File: config.mk
export PLATFORM = sky130hd
export DESIGN_NAME = rarc_ctrl
export DESIGN_NICKNAME = d
export VERILOG_FILES = /design/src/design/rarc_pkg.sv /design/src/design/rarc_ctrl.sv
export SDC_FILE = /design/constraint.sdc
export NUM_CORES = 1
export LEC_CHECK = 0
export ABC_AREA = 1
export BUFFER_PORTS_ARGS = -buffer_cell sky130_fd_sc_hd__buf_2
export CORE_UTILIZATION = 54
export DETAILED_ROUTE_END_ITERATION = 16
export GPL_TIMING_DRIVEN = 0
export HOLD_SLACK_MARGIN = 0.06
export PLACE_DENSITY = 0.76
export SYNTH_ARGS = -nofsm -noshare
export SYNTH_HDL_FRONTEND = slang
export SYNTH_SLANG_ARGS = --single-unit
export TNS_END_PERCENT = 50
File: constraint.sdc
create_clock -name clk_i -period 1.5 [get_ports clk_i]
set_input_delay 0.3 -clock clk_i [delete_from_list [all_inputs] [get_ports clk_i]]
set_output_delay 0.3 -clock clk_i [all_outputs]
set_load 0.005 [all_outputs]
File: src/design/rarc_pkg.sv
// Package with the shared constants, command codes and control types of the rational unit.
`timescale 1ns / 1ps
package rarc_pkg;

  localparam int OperandWidth = 32;
  localparam int WideWidth    = 2 * OperandWidth;
  localparam int DenWidth     = WideWidth - 1;
  localparam int CntWidth     = $clog2(WideWidth + 1);

  typedef enum logic [3:0] {
    OP_NONE,
    OP_LOAD,
    OP_SETB,
    OP_SETD,
    OP_MUL,
    OP_SUM,
    OP_FIN,
    DV_MOD,
    DV_AN,
    DV_AD,
    DV_BN,
    DV_BD,
    DV_LQ,
    DV_LF,
    DV_SN,
    DV_SD
  } op_e;

  typedef struct packed {
    op_e op;
  } cmd_t;

  typedef struct packed {
    logic y_zero;
    logic div_done;
    logic ovf;
    logic out_free;
  } sts_t;

endpackage

File: src/design/rarc_ctrl.sv
// Controller state machine that sequences the Euclid loops, divisions and the final sum.
`timescale 1ns / 1ps
module rarc_ctrl (
  input  logic           clk_i,
  input  logic           rst_ni,
  input  logic           in_valid_i,
  output logic           in_ready_o,
  output rarc_pkg::cmd_t cmd_o,
  input  rarc_pkg::sts_t sts_i
);

  localparam logic [3:0] StIdle = 4'd0;
  localparam logic [3:0] StGcd  = 4'd1;
  localparam logic [3:0] StWait = 4'd2;
  localparam logic [3:0] StAn   = 4'd3;
  localparam logic [3:0] StAd   = 4'd4;
  localparam logic [3:0] StSetB = 4'd5;
  localparam logic [3:0] StBn   = 4'd6;
  localparam logic [3:0] StBd   = 4'd7;
  localparam logic [3:0] StSetD = 4'd8;
  localparam logic [3:0] StLq   = 4'd9;
  localparam logic [3:0] StLf   = 4'd10;
  localparam logic [3:0] StMul  = 4'd11;
  localparam logic [3:0] StSum  = 4'd12;
  localparam logic [3:0] StSn   = 4'd13;
  localparam logic [3:0] StSd   = 4'd14;
  localparam logic [3:0] StFin  = 4'd15;

  localparam logic [1:0] PhA = 2'd0;
  localparam logic [1:0] PhB = 2'd1;
  localparam logic [1:0] PhD = 2'd2;
  localparam logic [1:0] PhS = 2'd3;

  logic [3:0] state_q, state_d, ret_q, ret_d;
  logic [1:0] ph_q, ph_d;

  always_comb begin
    state_d    = state_q;
    ret_d      = ret_q;
    ph_d       = ph_q;
    cmd_o.op   = rarc_pkg::OP_NONE;
    in_ready_o = 1'b0;
    case (state_q)
      StIdle: begin
        in_ready_o = 1'b1;
        if (in_valid_i) begin
          cmd_o.op = rarc_pkg::OP_LOAD;
          ph_d     = PhA;
          state_d  = StGcd;
        end
      end
      StGcd: begin
        if (ph_q == PhS && sts_i.ovf) begin
          state_d = StFin;
        end else if (sts_i.y_zero) begin
          case (ph_q)
            PhA:     state_d = StAn;
            PhB:     state_d = StBn;
            PhD:     state_d = StLq;
            default: state_d = StSn;
          endcase
        end else begin
          cmd_o.op = rarc_pkg::DV_MOD;
          ret_d    = StGcd;
          state_d  = StWait;
        end
      end
      StWait: begin
        if (sts_i.div_done) begin
          state_d = ret_q;
        end
      end
      StAn: begin
        cmd_o.op = rarc_pkg::DV_AN;
        ret_d    = StAd;
        state_d  = StWait;
      end
      StAd: begin
        cmd_o.op = rarc_pkg::DV_AD;
        ret_d    = StSetB;
        state_d  = StWait;
      end
      StSetB: begin
        cmd_o.op = rarc_pkg::OP_SETB;
        ph_d     = PhB;
        state_d  = StGcd;
      end
      StBn: begin
        cmd_o.op = rarc_pkg::DV_BN;
        ret_d    = StBd;
        state_d  = StWait;
      end
      StBd: begin
        cmd_o.op = rarc_pkg::DV_BD;
        ret_d    = StSetD;
        state_d  = StWait;
      end
      StSetD: begin
        cmd_o.op = rarc_pkg::OP_SETD;
        ph_d     = PhD;
        state_d  = StGcd;
      end
      StLq: begin
        cmd_o.op = rarc_pkg::DV_LQ;
        ret_d    = StLf;
        state_d  = StWait;
      end
      StLf: begin
        cmd_o.op = rarc_pkg::DV_LF;
        ret_d    = StMul;
        state_d  = StWait;
      end
      StMul: begin
        cmd_o.op = rarc_pkg::OP_MUL;
        state_d  = StSum;
      end
      StSum: begin
        cmd_o.op = rarc_pkg::OP_SUM;
        ph_d     = PhS;
        state_d  = StGcd;
      end
      StSn: begin
        cmd_o.op = rarc_pkg::DV_SN;
        ret_d    = StSd;
        state_d  = StWait;
      end
      StSd: begin
        cmd_o.op = rarc_pkg::DV_SD;
        ret_d    = StFin;
        state_d  = StWait;
      end
      StFin: begin
        if (sts_i.out_free) begin
          cmd_o.op = rarc_pkg::OP_FIN;
          state_d  = StIdle;
        end
      end
      default: state_d = StIdle;
    endcase
  end

  always_ff @(posedge clk_i or negedge rst_ni) begin
    if (!rst_ni) begin
      state_q <= StIdle;
      ret_q   <= StIdle;
      ph_q    <= PhA;
    end else begin
      state_q <= state_d;
      ret_q   <= ret_d;
      ph_q    <= ph_d;
    end
  end

endmodule

==> impl_metrics.toml <==
[outcome]
status = "finished with violations"
violations = "setup timing"

[worst_setup_path]
worstReg2RegStart = "state_q[1]"
r2r_end = "state_q[1]"
endpoint = "cmd_o[1]"
cp-end-kind = "output port"
worst_r2r_path_depth = 8
critPathLaunchType = "flip-flop"
reg2reg_setup_slack_ns = 0.07
arrival_ns = 1.44
required_ns = 1.20
cp_max_fo = 6
critical_path_class = "flip-flop to output port"
startpoint = "state_q[0]"

[clocking]
cts_made_buffers = 3
cts.sink_count = 10
cts_tree = "built"
clk_path_buf_depth = 2
root_buffer = "clkbuf_4"
insertion_delay_ns = 0.26
htreeDepth = 1
clkSlewWorstSetupHoldPaths_ns = 0.06

[timing]
slew_violations = 0
tightestPinTransition_ns = 0.261
setup_viol = 4
setup_slack_ns = -0.244
whs_ns = 0.356
rsz0062_at_grt = "yes"
fmax_ghz = 0.573
fin_crit_ns = 1.74
fin_tns_setup_ns = -0.901
final_hold_viol_count = 0
fin_crit_sh_pct = 116
slew_headroom_pct = 82.4
clock_skew_ns = 0.00527

[floorplanning]
dieHeight_um = 40.1
start_util_pct = 58.8
fp.dieW_um = 40.1
dieArea_um2 = 1610
num_rows = 13
core_area_um2 = 1330
io_pins = 12

[synthesis]
synth-seq-cells = 10
netlist_instances = 125
synth.avg_cell_area_um2 = 6.28
synth_nets = 132
syn_area_um2 = 785
ys_seq_area_share_pct = 31.9
yosysWarnings = 0
synth.distinct_cells = 17

[finish]
final_cell_mix = "nand2_1 (47), inv_1 (11), buf_2 (11), buf_4 (11), nand3_1 (10)"
fin_area_um2 = 1080
drive_above_1_share_pct = 40.8
nets = 160
diodes = 0
final_common_cell = "nand2_1"
final_cells = 167
area_delta_synth_final_pct = 37.2

[route]
drc = 0
num_vias = 908
firstDrtPassIters = 6
drtAntennaViolNets = 0
drtIter0Drc = 42
viasPerCell = 5.44
routed_wl_um = 2230
drt-wirelength-per-cell_um = 13.4

[grt]
grt-busiest-layer = "met2"
use_met2_pct = 42.3
met3_usage_pct = 8.33
grt_pass1_wl_um = 2620
use_met1_pct = 31.5
antenna_found_initial = 0
grt_pass1_vias = 641
grt_use_total_pct = 24.6
overflow = 0
grt_max_degree = 11

[hold_path]
hp-class = "input port to flip-flop"
hold_depth = 4

[placed_design]
placed_cell_area_um2 = 858
dp_slack_ns = -0.0653
hpwlAfterDp_um = 1370
portBuffers = 11
gp_congestion = 0.919
dp.cells = 151

[pwr]
p_per_area_nw_per_um2 = 1980
leakagePower_nw = 0.653
vdd_drop_max_v = 0.00132

[flow_run]
drv_cap = 0
-- registers in the layout, summed over array words and instances (netlist names) --
signal	count
ret_q	4
state_q	4
ph_q	2
-- where the power goes --
| part | switching [mW] | internal, mW |
|---|---|---|
| Sequential | 0.188 | 0.386 |
| Clock | 0.0877 | 0.147 |
| Combinational | 0.783 | 0.542 |
| Total | 1.06 | 1.08 |
-- worst max-delay path: stages (launching register included) --
cell and delay [ns]:
dfrtp_2 0.51, inv_4 0.10, nand2_4 0.09, nand2_4 0.07, nand2_4 0.08, o21ai_4 0.05
nor2_2 0.09, nand3_1 0.07, buf_2 0.12
-- repair_timing --
item / 4_1_cts / 5_1_grt
endpoints found under the setup margin: 5 / 5
resized for setup: 13 / 15
setup buffers: 5 / 6
hold buffers: 1 / 0
pin swaps: 2 / 4
hold endpoints to repair: 10 / 0
-- final cells by class --
class | count | area [um2]
multi-input cells | 98 | 547
fillers | 95 | 258
flip-flops and latches | 10 | 255
repair buffers | 23 | 148
inverters | 17 | 71.3
clock buffers | 4 | 36.3
well taps | 15 | 18.8
-- how the worst min path moves through the flow --
stage	startpoint	endpoint	slack [ns]
after detailed placement	rst_ni	ph_q[0]	0.17
final	sts_i[0]	state_q[3]	0.36
after global routing	sts_i[0]	state_q[3]	0.36
after global placement	rst_ni	ph_q[1]	0.16
after CTS	sts_i[0]	state_q[3]	0.35
after floorplan	rst_ni	ph_q[0]	0.004
-- through the flow --
step / util (%) / power [mW]
2_1_floorplan: - / 1.23
3_3_place_gp: 64.4 / 1.47
3_5_place_dp: 64.4 / 1.49
4_1_cts: 72.9 / 1.87
5_1_grt: 80.7 / 2.27
6_report: 80.7 / 2.13
-- cells in the mapped netlist --
cell type / number / area, um2
nand2_1: 53 / 199
inv_1: 12 / 45.0
nand3_1: 11 / 55.1
dfrtp_1: 10 / 250
nor2_1: 8 / 30.0
a21oi_1: 5 / 25.0
inv_2: 5 / 18.8
nand2_2: 5 / 31.3
nor2_2: 3 / 18.8
nor2_4: 3 / 33.8
nand2_4: 2 / 22.5
o21ai_0: 2 / 10.0
o21ai_2: 2 / 17.5
nand3_2: 1 / 10.0
nand4_1: 1 / 6.26
o21ai_1: 1 / 5.00
o22ai_1: 1 / 6.26
-- layer usage --
| layer | part of all wire, % | up-vias |
|---|---|---|
| met2 | 48 | 63 |
| met3 | 13 | 12 |
| met5 | 0 | - |
| met4 | 2.5 | 0 |
| li1 | - | 446 |
| met1 | 37 | 387 |
-- kinds of logic (layout without fill, tap and decap cells) --
group                  count (synthesis)  count (layout)  synth area share, %
AND/OR/NAND/NOR                       87              87                 51.8
buffers and inverters                 17              44                 8.13
AO/OA/AOI/OAI                         11              11                 8.13
flip-flops                            10              10                 31.9
Note: power is estimated with default switching activity, not from simulation.
